**src/rtl/lsp_pkg.sv**
```systemverilog
// Shared types and constants for the lottery scheduler pick block.
// No dependencies; imported by every module of the block.
`default_nettype none

package lsp_pkg;

  localparam int DEFAULT_MAX_TASKS = 16;

  localparam int SLOT_W    = 4;
  localparam int RUNTIME_W = 16;
  localparam int TICKETS_W = 10;
  localparam int TICKET_W  = 14;
  localparam int QUANTUM_W = 16;
  localparam int TCOUNT_W  = 5;
  localparam int CFG_IDX_W = 1;
  localparam int CFG_DAT_W = 16;

  localparam int            TICKETS_MAX = 1023;
  localparam logic [15:0]   QUANTUM_RST = 16'd1;

  // operation codes
  localparam logic OP_LOAD = 1'b0;
  localparam logic OP_DRAW = 1'b1;

  // configuration register indexes
  localparam logic [CFG_IDX_W-1:0] CFG_QUANTUM    = 1'b0;
  localparam logic [CFG_IDX_W-1:0] CFG_TASK_COUNT = 1'b1;

  typedef struct packed {
    logic                 op;
    logic [SLOT_W-1:0]    task_slot;
    logic [RUNTIME_W-1:0] load_runtime;
    logic [TICKETS_W-1:0] load_tickets;
    logic [TICKET_W-1:0]  drawn_ticket;
  } req_t;

  typedef struct packed {
    logic                found;
    logic [SLOT_W-1:0]   chosen_task;
    logic                task_retired;
    logic                all_done;
    logic [TICKET_W-1:0] ticket_total;
  } rsp_t;

  // controller -> datapath
  typedef struct packed {
    logic accept;
    logic ld_read;
    logic ld_write;
    logic walk_read;
    logic walk_step;
    logic upd_write;
  } cmd_t;

  // datapath -> controller
  typedef struct packed {
    logic walk_end;
    logic hit;
  } status_t;

endpackage

`default_nettype wire

```
**src/rtl/lsp_ctrl.sv**
```systemverilog
// Sequencer for the lottery scheduler pick: load and draw flows.
// Depends on lsp_pkg; drives lsp_dp through cmd_t, watches status_t.
`default_nettype none

module lsp_ctrl import lsp_pkg::*; (
  input  wire logic    clk,
  input  wire logic    rst,
  input  wire logic    start,
  input  wire logic    start_op,
  input  wire status_t status,
  output cmd_t         cmd,
  output logic         busy,
  output logic         done
);

  typedef enum logic [6:0] {
    S_IDLE  = 7'b0000001,
    S_LD_RD = 7'b0000010,
    S_LD_WR = 7'b0000100,
    S_WK_RD = 7'b0001000,
    S_WK_EV = 7'b0010000,
    S_UPD   = 7'b0100000,
    S_RESP  = 7'b1000000
  } state_t;

  state_t state, state_next;

  always_ff @(posedge clk) begin
    if (rst) begin
      state <= S_IDLE;
    end else begin
      state <= state_next;
    end
  end

  always_comb begin
    state_next = state;
    cmd        = '0;
    case (state)
      S_IDLE: begin
        if (start) begin
          cmd.accept = 1'b1;
          state_next = (start_op == OP_DRAW) ? S_WK_RD : S_LD_RD;
        end
      end
      S_LD_RD: begin
        cmd.ld_read = 1'b1;
        state_next  = S_LD_WR;
      end
      S_LD_WR: begin
        cmd.ld_write = 1'b1;
        state_next   = S_RESP;
      end
      S_WK_RD: begin
        if (status.walk_end) begin
          state_next = S_RESP;
        end else begin
          cmd.walk_read = 1'b1;
          state_next    = S_WK_EV;
        end
      end
      S_WK_EV: begin
        if (status.hit) begin
          state_next = S_UPD;
        end else begin
          cmd.walk_step = 1'b1;
          state_next    = S_WK_RD;
        end
      end
      S_UPD: begin
        cmd.upd_write = 1'b1;
        state_next    = S_RESP;
      end
      S_RESP: begin
        state_next = S_IDLE;
      end
      default: begin
        state_next = S_IDLE;
      end
    endcase
  end

  assign busy = (state != S_IDLE);
  assign done = (state == S_RESP);

endmodule

`default_nettype wire

```
**src/rtl/lsp_dp.sv**
```systemverilog
// Datapath: task table memories, valid bits, ticket walk, live total, config.
// Depends on lsp_pkg; sequenced by lsp_ctrl.
`default_nettype none

module lsp_dp import lsp_pkg::*; #(
  parameter int MAX_TASKS = DEFAULT_MAX_TASKS
) (
  input  wire logic                 clk,
  input  wire logic                 rst,
  input  wire req_t                 req,
  input  wire cmd_t                 cmd,
  input  wire logic                 cfg_we,
  input  wire logic [CFG_IDX_W-1:0] cfg_index,
  input  wire logic [CFG_DAT_W-1:0] cfg_data,
  output status_t                   status,
  output rsp_t                      result
);

  localparam int AW = (MAX_TASKS > 1) ? $clog2(MAX_TASKS) : 1;
  localparam int CW = $clog2(MAX_TASKS + 1);
  localparam int TW = $clog2(MAX_TASKS * TICKETS_MAX + 1);

  // configuration
  logic [QUANTUM_W-1:0] quantum;
  logic [TCOUNT_W-1:0]  task_count;

  always_ff @(posedge clk) begin
    if (rst) begin
      quantum    <= QUANTUM_RST;
      task_count <= '0;
    end else if (cfg_we) begin
      case (cfg_index)
        CFG_QUANTUM:    quantum    <= cfg_data[QUANTUM_W-1:0];
        CFG_TASK_COUNT: task_count <= cfg_data[TCOUNT_W-1:0];
        default: ;
      endcase
    end
  end

  // captured request
  req_t req_r;

  always_ff @(posedge clk) begin
    if (cmd.accept) begin
      req_r <= req;
    end
  end

  // task table
  logic [RUNTIME_W-1:0] mem_rt [MAX_TASKS];
  logic [TICKETS_W-1:0] mem_tk [MAX_TASKS];
  logic [MAX_TASKS-1:0] valid;

  logic [RUNTIME_W-1:0] rd_rt;
  logic [TICKETS_W-1:0] rd_tk;
  logic                 rd_vld;

  logic [CW-1:0] idx;
  logic [CW-1:0] limit;
  logic [TW-1:0] sum;
  logic [TW-1:0] live_total;

  logic          found_r;
  logic          retired_r;
  logic [SLOT_W-1:0] chosen_r;

  logic [AW-1:0] ld_addr;
  logic [AW-1:0] wk_addr;
  logic [AW-1:0] rd_addr;
  logic          slot_ok;

  assign ld_addr = AW'(req_r.task_slot);
  assign wk_addr = AW'(idx);
  assign rd_addr = cmd.ld_read ? ld_addr : wk_addr;
  assign slot_ok = (32'(req_r.task_slot) < MAX_TASKS);

  // entries never written read as zero
  logic [RUNTIME_W-1:0] eff_rt;
  logic [TICKETS_W-1:0] eff_tk;
  assign eff_rt = rd_vld ? rd_rt : '0;
  assign eff_tk = rd_vld ? rd_tk : '0;

  logic [TICKETS_W-1:0] ld_tk;
  logic [RUNTIME_W-1:0] new_rt;
  logic [TW-1:0]        sum_next;

  // zero runtime load carries no tickets
  assign ld_tk    = (req_r.load_runtime == '0) ? '0 : req_r.load_tickets;
  assign new_rt   = (eff_rt > quantum) ? (eff_rt - quantum) : '0;
  assign sum_next = sum + TW'(eff_tk);

  assign status.walk_end = (idx == limit);
  assign status.hit      = (32'(req_r.drawn_ticket) <= 32'(sum_next)) && (eff_rt != '0);

  always_ff @(posedge clk) begin
    if (cmd.ld_read || cmd.walk_read) begin
      rd_rt <= mem_rt[rd_addr];
      rd_tk <= mem_tk[rd_addr];
    end
    if (cmd.ld_write && slot_ok) begin
      mem_rt[ld_addr] <= req_r.load_runtime;
      mem_tk[ld_addr] <= ld_tk;
    end
    if (cmd.upd_write) begin
      mem_rt[wk_addr] <= new_rt;
    end
  end

  always_ff @(posedge clk) begin
    if (rst) begin
      valid      <= '0;
      rd_vld     <= 1'b0;
      live_total <= '0;
    end else begin
      if (cmd.ld_read || cmd.walk_read) begin
        rd_vld <= valid[rd_addr];
      end
      if (cmd.ld_write && slot_ok) begin
        valid[ld_addr] <= 1'b1;
        live_total     <= live_total - TW'(eff_tk) + TW'(ld_tk);
      end
      // retiring clears the entry: runtime and tickets both read as zero
      if (cmd.upd_write && (new_rt == '0)) begin
        valid[wk_addr] <= 1'b0;
        live_total     <= live_total - TW'(eff_tk);
      end
    end
  end

  // walk and result flags
  always_ff @(posedge clk) begin
    if (rst) begin
      idx       <= '0;
      limit     <= '0;
      sum       <= '0;
      found_r   <= 1'b0;
      retired_r <= 1'b0;
      chosen_r  <= '0;
    end else begin
      if (cmd.accept) begin
        idx       <= '0;
        sum       <= '0;
        limit     <= (32'(task_count) > MAX_TASKS) ? CW'(MAX_TASKS) : CW'(task_count);
        found_r   <= 1'b0;
        retired_r <= 1'b0;
        chosen_r  <= '0;
      end
      if (cmd.walk_step) begin
        idx <= idx + CW'(1);
        sum <= sum_next;
      end
      if (cmd.upd_write) begin
        found_r   <= 1'b1;
        chosen_r  <= SLOT_W'(idx);
        retired_r <= (new_rt == '0);
      end
    end
  end

  assign result.found        = found_r;
  assign result.chosen_task  = chosen_r;
  assign result.task_retired = retired_r;
  assign result.all_done     = (live_total == '0);
  assign result.ticket_total = TICKET_W'(live_total);

endmodule

`default_nettype wire

```
**src/rtl/lottery_scheduler_pick.sv**
```systemverilog
// Lottery scheduler pick, top level: controller plus datapath.
// Depends on lsp_pkg, lsp_ctrl and lsp_dp.
//
// Usage:
//   Request channel: drive req and raise start; the request is taken at the
//   clock edge where start is high and busy is low. op selects load or draw.
//   Result channel: done is high for exactly one cycle with result valid;
//   the receiver must take it then, it cannot stall the block.
//   Config channel: cfg_valid/cfg_ready with cfg_index (0 quantum,
//   1 task_count) and cfg_data; cfg_ready is always high. Write only while
//   busy is low.
// Sequencing (one request at a time, busy while working):
//   load: states table read, table write, then result (done).
//   draw: the walk reads entries from slot 0 in turn, each through the
//   registered table read port and then evaluated; it ends after the pick
//   (then a runtime update and the result) or, when nothing is picked, after
//   all walked entries. A new request may be taken in the cycle after done.
// Reset (rst, synchronous): table reads as all zero (per-entry valid bits),
//   live total 0, quantum 1, task_count 0, controller idle.
`default_nettype none

module lottery_scheduler_pick import lsp_pkg::*; #(
  parameter int MAX_TASKS = DEFAULT_MAX_TASKS
) (
  input  wire logic                 clk,
  input  wire logic                 rst,
  input  wire logic                 start,
  output logic                      busy,
  input  wire req_t                 req,
  output logic                      done,
  output rsp_t                      result,
  input  wire logic                 cfg_valid,
  output logic                      cfg_ready,
  input  wire logic [CFG_IDX_W-1:0] cfg_index,
  input  wire logic [CFG_DAT_W-1:0] cfg_data
);

  cmd_t    cmd;
  status_t status;

  assign cfg_ready = 1'b1;

  lsp_ctrl u_ctrl (
    .clk      (clk),
    .rst      (rst),
    .start    (start),
    .start_op (req.op),
    .status   (status),
    .cmd      (cmd),
    .busy     (busy),
    .done     (done)
  );

  lsp_dp #(
    .MAX_TASKS (MAX_TASKS)
  ) u_dp (
    .clk       (clk),
    .rst       (rst),
    .req       (req),
    .cmd       (cmd),
    .cfg_we    (cfg_valid & cfg_ready),
    .cfg_index (cfg_index),
    .cfg_data  (cfg_data),
    .status    (status),
    .result    (result)
  );

endmodule

`default_nettype wire

```
**config.mk**
```make
export PLATFORM = sky130hd
export DESIGN_NAME = lottery_scheduler_pick
export DESIGN_NICKNAME = d
export VERILOG_FILES = /design/src/rtl/lsp_pkg.sv /design/src/rtl/lsp_ctrl.sv /design/src/rtl/lsp_dp.sv /design/src/rtl/lottery_scheduler_pick.sv
export SDC_FILE = /design/constraint.sdc
export NUM_CORES = 1
export LEC_CHECK = 0
export ABC_AREA = 1
export BUFFER_PORTS_ARGS = -buffer_cell sky130_fd_sc_hd__buf_2
export CORE_ASPECT_RATIO = 0.9
export CORE_UTILIZATION = 49
export DETAILED_ROUTE_END_ITERATION = 8
export GPL_ROUTABILITY_DRIVEN = 0
export PLACE_DENSITY = 0.79
export SLEW_MARGIN = 20
export SYNTH_ARGS = -nofsm -noshare
export SYNTH_HDL_FRONTEND = slang
export SYNTH_SLANG_ARGS = --single-unit
```
**constraint.sdc**
```tcl
create_clock -name clk -period 4.1 [get_ports clk]
set_clock_uncertainty 0.1 [all_clocks]
set_input_delay 0.82 -clock clk [delete_from_list [all_inputs] [get_ports clk]]
set_output_delay 0.82 -clock clk [all_outputs]
set_load 0.03 [all_outputs]
```
==> impl_metrics.sql, run 1 <==
INSERT INTO impl_metrics (metric_group, metric, value, unit) VALUES
('global_route', 'grt.overflow.total', '0', ''),
('floorplan', 'die_w', '245', 'µm'),
('floorplan', 'core_region_area', '52200', 'µm²'),
('timing', 'hold_violations', '0', ''),
('synth', 'async_flop_share', '0', ''),
('floorplan', 'boundaryPins', '90', ''),
('power', 'post-layout-total-power', '12.5', 'mW'),
('synth', 'netlist_area', '26100', 'µm²'),
('worst_setup_path', 'worst-setup-path-type', 'reg -> reg', ''),
('power', 'peakVddDrop', '351', 'µV'),
('placement', 'post-place-ws', '-0.0543', 'ns'),
('cells_and_area', 'post-route-util', '0.570', ''),
('clocking', 'cts_root_buffer', 'clkbuf_16', ''),
('worst_setup_path', 'worstReg2RegEnd', 'u_dp.sum[8]', ''),
('worst_setup_path', 'crit_start', 'u_dp.rd_vld', ''),
('clocking', 'tritoncts_num_sinks', '575', ''),
('clocking', 'cts_made_buffers', '54', ''),
('worst_setup_path', 'cpPeakStageDelay', '0.36', 'ns'),
('detailed_routing', 'detailedRoute.firstPassIterationCount', '6', ''),
('detailed_routing', 'drc', '0', ''),
('floorplan', 'dieArea', '54200', 'µm²'),
('placement', 'port-buffer-count', '88', ''),
('worst_setup_path', 'timing.reg2reg.setup_slack', '0.08', 'ns'),
('synth', 'mappedNetlistNets', '2618', ''),
('worst_setup_path', 'crit_path_max_fanout', '6', ''),
('min_path', 'worst_hold_startpoint', 'req[13]', ''),
('status', 'outcome', 'completed', ''),
('detailed_routing', 'ant_nets', '0', ''),
('clocking', 'cts-htree-levels', '2', ''),
('global_route', 'track_usage', '0.246', ''),
('global_route', 'number_of_global_route_vias_before_repair', '19100', ''),
('worst_setup_path', 'timing.critical_path.to_type', 'flop', ''),
('timing', 'upper_clock_frequency_limit', '0.248', 'GHz'),
('detailed_routing', 'drt-wirelength-per-cell', '20.8', 'µm'),
('clocking', 'post_cts_hold_buffer_count', '0', ''),
('synth', 'synth_cell_type_count', '59', ''),
('floorplan', 'initial_utilization', '0.500', ''),
('worst_setup_path', 'critical_path.startpoint_type', 'flop', ''),
('timing', 'layout_worst_path_cycle_share', '0.982', ''),
('cells_and_area', 'final_layout_net_count', '2736', ''),
('power', 'power_per_cell_area', '422', 'nW/µm²'),
('power', 'cellLeakagePower', '11.3', 'nW'),
('clocking', 'clock_tree.buffer_depth', '3', ''),
('synth', 'syn-mean-instance-area', '10.5', 'µm²'),
('detailed_routing', 'wirelength', '69400', 'µm'),
('min_path', 'holdPathStages', '1', ''),
('clocking', 'cts_tree', 'yes', ''),
('job', 'maxCapViolCount', '0', ''),
('timing', 'final_critical_path_setup_slack', '0.0750', 'ns'),
('detailed_routing', 'viasPerCell', '6.06', ''),
('timing', 'setup-violations-final', '0', ''),
('synth', 'yosys_warnings', '0', ''),
('worst_setup_path', 'critical_path.slowest_cell', 'dfxtp_4', ''),
('worst_setup_path', 'r2r-start', 'u_dp.rd_vld', ''),
('synth', 'yosys_register_bits', '575', ''),
('timing', 'finalMaxSlewViolations', '0', ''),
('min_path', 'endpoint_worst_hold', 'u_dp.req_r[13]', ''),
('cells_and_area', 'post_route_cells_drive_above_1_share', '0.133', ''),
('placement', 'dpl.hpwl', '42300', 'µm'),
('clocking', 'clk_latency', '0.62', 'ns'),
('worst_setup_path', 'reg2reg_depth', '29', ''),
('synth', 'yosys_most_used_dff', 'edfxtp_1', ''),
('synth', 'synth_seq_area_share', '0.627', ''),
('timing', 'final_period_minus_worst_setup_slack', '4.02', 'ns'),
('global_route', 'initial_antenna_violation_count', '0', ''),
('timing', 'worst_hold_slack', '0.275', 'ns'),
('global_route', 'global_route_wire_length_before_repair', '105000', 'µm'),
('timing', 'tightestPinTransition', '1.06', 'ns'),
('timing', 'worst_case_headroom_to_the_max_slew_limit', '0.293', ''),
('clocking', 'clk_transition_reported_paths', '0.06', 'ns'),
('worst_setup_path', 'required', '4.47', 'ns'),
('synth', 'synth-edff-count', '486', ''),
('synth', 'syn-instance-count', '2484', ''),
('cells_and_area', 'antenna_fix_cells', '0', ''),
('timing', 'fin_setup_tns', '0', 'ns'),
('cells_and_area', 'area_growth', '13.8', '%'),
('worst_setup_path', 'cp_data_arrival_time', '4.40', 'ns'),
('detailed_routing', 'via_count', '20200', ''),
('floorplan', 'die_height', '221', 'µm'),
('min_path', 'class_of_the_most_critical_hold_timing_path', 'in -> reg', ''),
('global_route', 'grt_start_max_net_pins', '221', ''),
('floorplan', 'core.rowCount', '79', ''),
('detailed_routing', 'drt_first_iter_violations', '2482', '');
-- worst max path at each step --
stage / to / slack [ns]
after floorplan: u_dp.idx[2] / 0.008
after global placement: u_ctrl.state[3] / 0.15
after detailed placement: u_dp.sum[0] / -0.05
after CTS: u_dp.sum[0] / 0.05
after global routing: u_dp.sum[4] / -0.16
final: u_dp.sum[8] / 0.08
-- metrics by stage --
stage / cells / area, µm²
2_1_floorplan: 2484 / 26100
3_3_place_gp: 3223 / 27700
3_5_place_dp: 3223 / 27700
4_1_cts: 3322 / 29400
5_1_grt: 3333 / 29700
6_report: 3333 / 29700
-- report_power, final --
part,leakage (nW),internal [mW],switching [mW]
combinational,5.34,0.314,0.764
sequential,5.11,6.48,0.0431
clock,0.841,2.76,2.16
-- metal layers --
| layer | global-route usage | wire, µm |
|---|---|---|
| met5 | 0 | 0 |
| met4 | 0.101 | 2740 |
| met3 | 0.0437 | 7510 |
| met2 | 0.387 | 31800 |
| met1 | 0.338 | 27300 |
-- critical path: cells and delay by family, from the launching register on --
kind / cells / cell delay [ns]
XOR/XNOR: 1 / 0.22
AND/OR/NAND/NOR: 16 / 1.64
adder cells (fa/ha/maj): 3 / 0.76
flip-flops: 1 / 0.36
buffers and inverters: 6 / 0.55
AO/OA/AOI/OAI: 3 / 0.24
-- cell type report --
type	instances	area, µm²
Sequential cell	575	16400
Clock inverter	27	233
Inverter	234	886
Multi-Input combinational cell	1555	8530
Fill cell	4055	22500
Tap cell	688	861
Clock buffer	72	1500
Timing Repair Buffer	182	1330
-- Yosys cell counts (3+ instances only) --
cell type,instances,area share
nor3_1,13,0.0025
inv_2,12,0.0017
buf_1,5,0.00072
nand3_1,179,0.034
edfxtp_1,486,0.56
fa_1,4,0.0031
xor2_1,21,0.0070
dfxtp_1,89,0.068
a21oi_1,85,0.016
ha_1,64,0.031
buf_6,4,0.0017
o21ai_2,3,0.0010
nand3_2,3,0.0011
nor2_1,339,0.049
o21ai_1,14,0.0027
buf_4,4,0.0011
nand4_1,34,0.0081
inv_1,217,0.031
nand2_2,5,0.0012
nand2_4,4,0.0017
clkinv_1,3,0.00043
o221ai_1,79,0.026
o21ai_0,258,0.049
or2_2,8,0.0019
o211ai_1,37,0.011
a31o_2,3,0.0010
a31oi_1,3,0.00072
nand3b_1,3,0.00086
a21oi_2,3,0.0010
nor4_1,8,0.0019
o21bai_1,3,0.00086
clkbuf_1,90,0.013
nor2_2,3,0.00072
o22ai_1,28,0.0067
xnor2_1,9,0.0030
nand2_1,315,0.045
buf_2,16,0.0031
nor2_4,3,0.0013
-- sequential cells by signal, indices dropped and copies added, names as in the netlist, 7 cells and up --
| name | flops |
|---|---|
| u_dp.sum | 14 |
| u_dp.rd_tk | 10 |
| u_dp.mem_rt | 256 |
| u_dp.valid | 16 |
| u_dp.req_r | 40 |
| u_dp.quantum | 16 |
| u_dp.live_total | 14 |
| u_dp.rd_rt | 16 |
| u_dp.mem_tk | 160 |
| u_ctrl.state | 7 |
-- kinds of logic (layout without fill, tap and decap cells) --
family                     Yosys count  after routing  share of synthesized area
AOI/OAI and AO/OA                  530            530                      0.122
xor gates and xnor gates            30             30                     0.0101
adders and majority gates           68             68                     0.0337
buffers and inverters              354            515                     0.0536
DFF                                575            575                      0.627
other                                1              1                   0.000144
and+or+nand+nor                    926            926                      0.154
-- layout by cell type, fill, tap and decap left out, types with 78 or more instances in the layout --
cell / n
a21oi_1: 81
buf_2: 88
buf_4: 79
dfxtp_1: 88
edfxtp_1: 486
inv_1: 212
nand2_1: 310
nand3_1: 176
nor2_1: 331
o21ai_0: 258
o221ai_1: 78
-- repair_timing --
item,CTS,global route
gates cloned,0,4
endpoints found under the setup margin,20,23
setup buffers,0,7
resized for setup,2,37
pin swaps,0,10
Note: power is estimated with default switching activity, not from simulation.
==> run 2, diff against run 1 <==
--- a/config.mk
+++ b/config.mk
@@ -7,8 +7,9 @@
 export LEC_CHECK = 0
 export ABC_AREA = 1
 export BUFFER_PORTS_ARGS = -buffer_cell sky130_fd_sc_hd__buf_2
-export CORE_ASPECT_RATIO = 0.9
+export CORE_ASPECT_RATIO = 0.8
 export CORE_UTILIZATION = 49
+export CTS_BUF_LIST = sky130_fd_sc_hd__clkbuf_16
 export DETAILED_ROUTE_END_ITERATION = 8
 export GPL_ROUTABILITY_DRIVEN = 0
 export PLACE_DENSITY = 0.79
==> run 2 against run 1 <==
  * Wire length fell by 2.1%
  * Count of clock-buffer cells in the layout decreased by 22
  * Sequential share of layout area grew 0.45 points
  * Worst setup slack better by 0.045 ns
  * Non-clock buffer count shrank 3
  * Hold slack improved by 0.015 ns
  * Via count fell by 0.87%
  * Register-to-register slack improved by 0.05 ns
  * Power decreased by 3.8%
  * First-iteration DRC count increased by 1.9%
  * Core utilization fell by 0.86 points
==> impl_metrics.sql, run 2 (synthesis gave the netlist of run 1 again) <==
INSERT INTO impl_metrics (metric_group, metric, value, unit) VALUES
('detailed_routing', 'drc', '0', ''),
('timing', 'worst_hold_slack', '0.290', 'ns'),
('detailed_routing', 'maxUsedRoutingLayer', 'met4', ''),
('worst_setup_path', 'critical-path-top-delay-family', 'simple AND/OR/NAND/NOR gates', ''),
('global_route', 'grt.overflow.total', '0', ''),
('worst_setup_path', 'critPathMostFrequentCell', 'nand2_1', ''),
('floorplan', 'dieArea', '54200', 'µm²'),
('clocking', 'cts_root_buffer', 'clkbuf_16', ''),
('min_path', 'class_of_the_most_critical_hold_timing_path', 'in -> reg', ''),
('timing', 'worst_case_headroom_to_the_max_slew_limit', '0.276', ''),
('cells_and_area', 'largest_register', 'u_dp.mem_rt', ''),
('cells_and_area', 'antenna_fix_cells', '0', ''),
('global_route', 'initial_antenna_violation_count', '0', ''),
('clocking', 'tritoncts_num_sinks', '575', ''),
('floorplan', 'core.rowCount', '75', ''),
('floorplan', 'die_w', '260', 'µm'),
('detailed_routing', 'viasPerCell', '6.02', ''),
('cells_and_area', 'final_layout_net_count', '2728', ''),
('floorplan', 'core_region_area', '52600', 'µm²'),
('power', 'cellLeakagePower', '11.2', 'nW'),
('cells_and_area', 'multiInputGateArea', '8570', 'µm²'),
('global_route', 'grt_start_max_net_pins', '221', ''),
('cells_and_area', 'seq_area', '16400', 'µm²'),
('cells_and_area', 'post-route-util', '0.561', ''),
('clocking', 'clk_latency', '0.60', 'ns'),
('worst_setup_path', 'cp_data_arrival_time', '4.39', 'ns'),
('power', 'peakVddDrop', '459', 'µV'),
('clocking', 'clk_transition_reported_paths', '0.07', 'ns'),
('placement', 'dpl.hpwl', '43400', 'µm'),
('power', 'power.share.combinational', '0.090', ''),
('detailed_routing', 'drt_first_iter_violations', '2529', ''),
('timing', 'setup-violations-final', '0', ''),
('timing', 'final_period_minus_worst_setup_slack', '3.98', 'ns'),
('timing', 'finalMaxSlewViolations', '0', ''),
('worst_setup_path', 'sequence_of_cells_on_the_critical_path', 'buf_4 > nand2_1 > inv_1 > ha_2 > nand4_1 > o221ai_2 > nand3_1 > nand2_1 > nand2_1 > nand2_1 > inv_1 > or2_2 > nand2_1 > inv_1 > ha_1 > nand2_1 > nor3_4 > nand4_1 > nand2_2 > o41ai_4 > nand2_2 > buf_6 > nand3_1 > a21oi_1', ''),
('detailed_routing', 'via_count', '20000', ''),
('worst_setup_path', 'worst-path-buf-inv', '5', ''),
('floorplan', 'die_height', '208', 'µm'),
('detailed_routing', 'detailedRoute.firstPassIterationCount', '6', ''),
('cells_and_area', 'final_area', '29500', 'µm²'),
('floorplan', 'boundaryPins', '90', ''),
('power', 'power_per_cell_area', '409', 'nW/µm²'),
('power', 'clkPwrFrac', '0.369', ''),
('cells_and_area', 'largest_reg_flops', '256', ''),
('global_route', 'global_route_wire_length_before_repair', '104000', 'µm'),
('timing', 'hold_violations', '0', ''),
('clocking', 'cts-htree-levels', '2', ''),
('power', 'p_sw_frac', '0.242', ''),
('cells_and_area', 'post_route_cells_drive_above_1_share', '0.133', ''),
('cells_and_area', 'layout_common_cells', 'edfxtp_1, nor2_1, nand2_1', ''),
('timing', 'layout_worst_path_cycle_share', '0.971', ''),
('worst_setup_path', 'critical_path.startpoint_type', 'flop', ''),
('worst_setup_path', 'critical_path.slowest_cell', 'ha_2', ''),
('cells_and_area', 'layout.cells.most_common', 'edfxtp_1', ''),
('cells_and_area', 'n_fill_cell', '4178', ''),
('job', 'maxCapViolCount', '0', ''),
('clocking', 'cts_made_buffers', '49', ''),
('worst_setup_path', 'worst-setup-path-type', 'reg -> reg', ''),
('worst_setup_path', 'crit_path_max_fanout', '9', ''),
('clocking', 'clock_tree.buffer_depth', '3', ''),
('worst_setup_path', 'required', '4.52', 'ns'),
('detailed_routing', 'dr_wl_met3', '6980', 'µm'),
('status', 'outcome', 'completed', ''),
('timing', 'tightestPinTransition', '1.08', 'ns'),
('cells_and_area', 'area_growth', '12.9', '%'),
('power', 'cellInternalPower', '9.14', 'mW'),
('worst_setup_path', 'timing.critical_path.to_type', 'flop', ''),
('cells_and_area', 'reg_top3', 'u_dp.mem_rt x256, u_dp.mem_tk x160, u_dp.req_r x40', ''),
('placement', 'port-buffer-count', '88', ''),
('placement', 'placedInstanceArea', '27800', 'µm²'),
('clocking', 'cts_tree', 'yes', ''),
('detailed_routing', 'drt-wirelength-per-cell', '20.4', 'µm'),
('power', 'net-switching-power', '2.92', 'mW'),
('detailed_routing', 'routedLengthMet1', '27400', 'µm'),
('global_route', 'track_usage', '0.245', ''),
('global_route', 'number_of_global_route_vias_before_repair', '18900', ''),
('detailed_routing', 'wirelength', '68000', 'µm'),
('worst_setup_path', 'cpPeakStageDelay', '0.40', 'ns'),
('floorplan', 'initial_utilization', '0.497', ''),
('timing', 'upper_clock_frequency_limit', '0.251', 'GHz'),
('detailed_routing', 'ant_nets', '0', ''),
('power', 'seq_power_share', '0.541', ''),
('detailed_routing', 'met2WireLength', '31000', 'µm');
-- run 2: cell types whose count changed in the layout (fill, tap and decap cells not counted), sizes merged --
cell	change
buf	-1
clkinv	-3
inv	+13
bufinv	-1
clkbuf	-24
clkinvlp	+2
-- run 2: what timing repair did --
item                                    4_1_cts  5_1_grt
hold buffers                                  0        0
setup buffers                                 0        6
gates resized for setup                       2       37
endpoints found under the setup margin       20       23
pin swaps                                     0       14
hold endpoints to repair                      0        0
cloned                                        0        1
-- run 2: final cells by class --
type,instances,area share
repair buffers,179,0.0435
flip-flops and latches,575,0.555
multi-input cells,1555,0.291
clock inverters,38,0.00828
inverters,234,0.0301
well taps,693,0.0294
clock buffers,50,0.0424
-- run 2: power by group through the flow --
stage	clock network, mW	registers, mW	logic, mW
after CTS	4.49	6.52	1.05
after global placement	0	6.64	0.998
final	4.45	6.52	1.09
after floorplan	0	6.64	0.673
after global routing	4.69	6.52	1.18
after detailed placement	0	6.65	1.04
-- run 2: metrics by stage --
stage / total power [mW] / setup slack [ns] / std cells / setup TNS [ns]
after floorplan: 7.31 / 0.00827 / 2484 / 0
after global placement: 7.64 / 0.229 / 3229 / 0
after detailed placement: 7.68 / 0.0276 / 3229 / 0
after CTS: 12.1 / 0.00200 / 3317 / 0
after global routing: 12.4 / -0.0928 / 3324 / -1.38
final: 12.1 / 0.120 / 3324 / 0
-- run 2: worst paths after layout --
path	from	to	slack [ns]	depth (start not counted)
setup / recovery	u_dp.rd_vld	u_dp.sum[2]	0.12	24
hold / removal	req[37]	u_dp.req_r[37]	0.29	1
setup reg to reg	u_dp.rd_vld	u_dp.sum[2]	0.12	24
hold reg to reg	u_dp.found_r	u_dp.found_r	0.36	2
-- run 2: routing by layer --
| layer | vias to the layer above | GRT usage |
|---|---|---|
| met3 | 228 | 0.0441 |
| li1 | 9038 | - |
| met1 | 9542 | 0.345 |
| met5 | - | 0 |
| met2 | 1217 | 0.375 |
| met4 | 0 | 0.0954 |
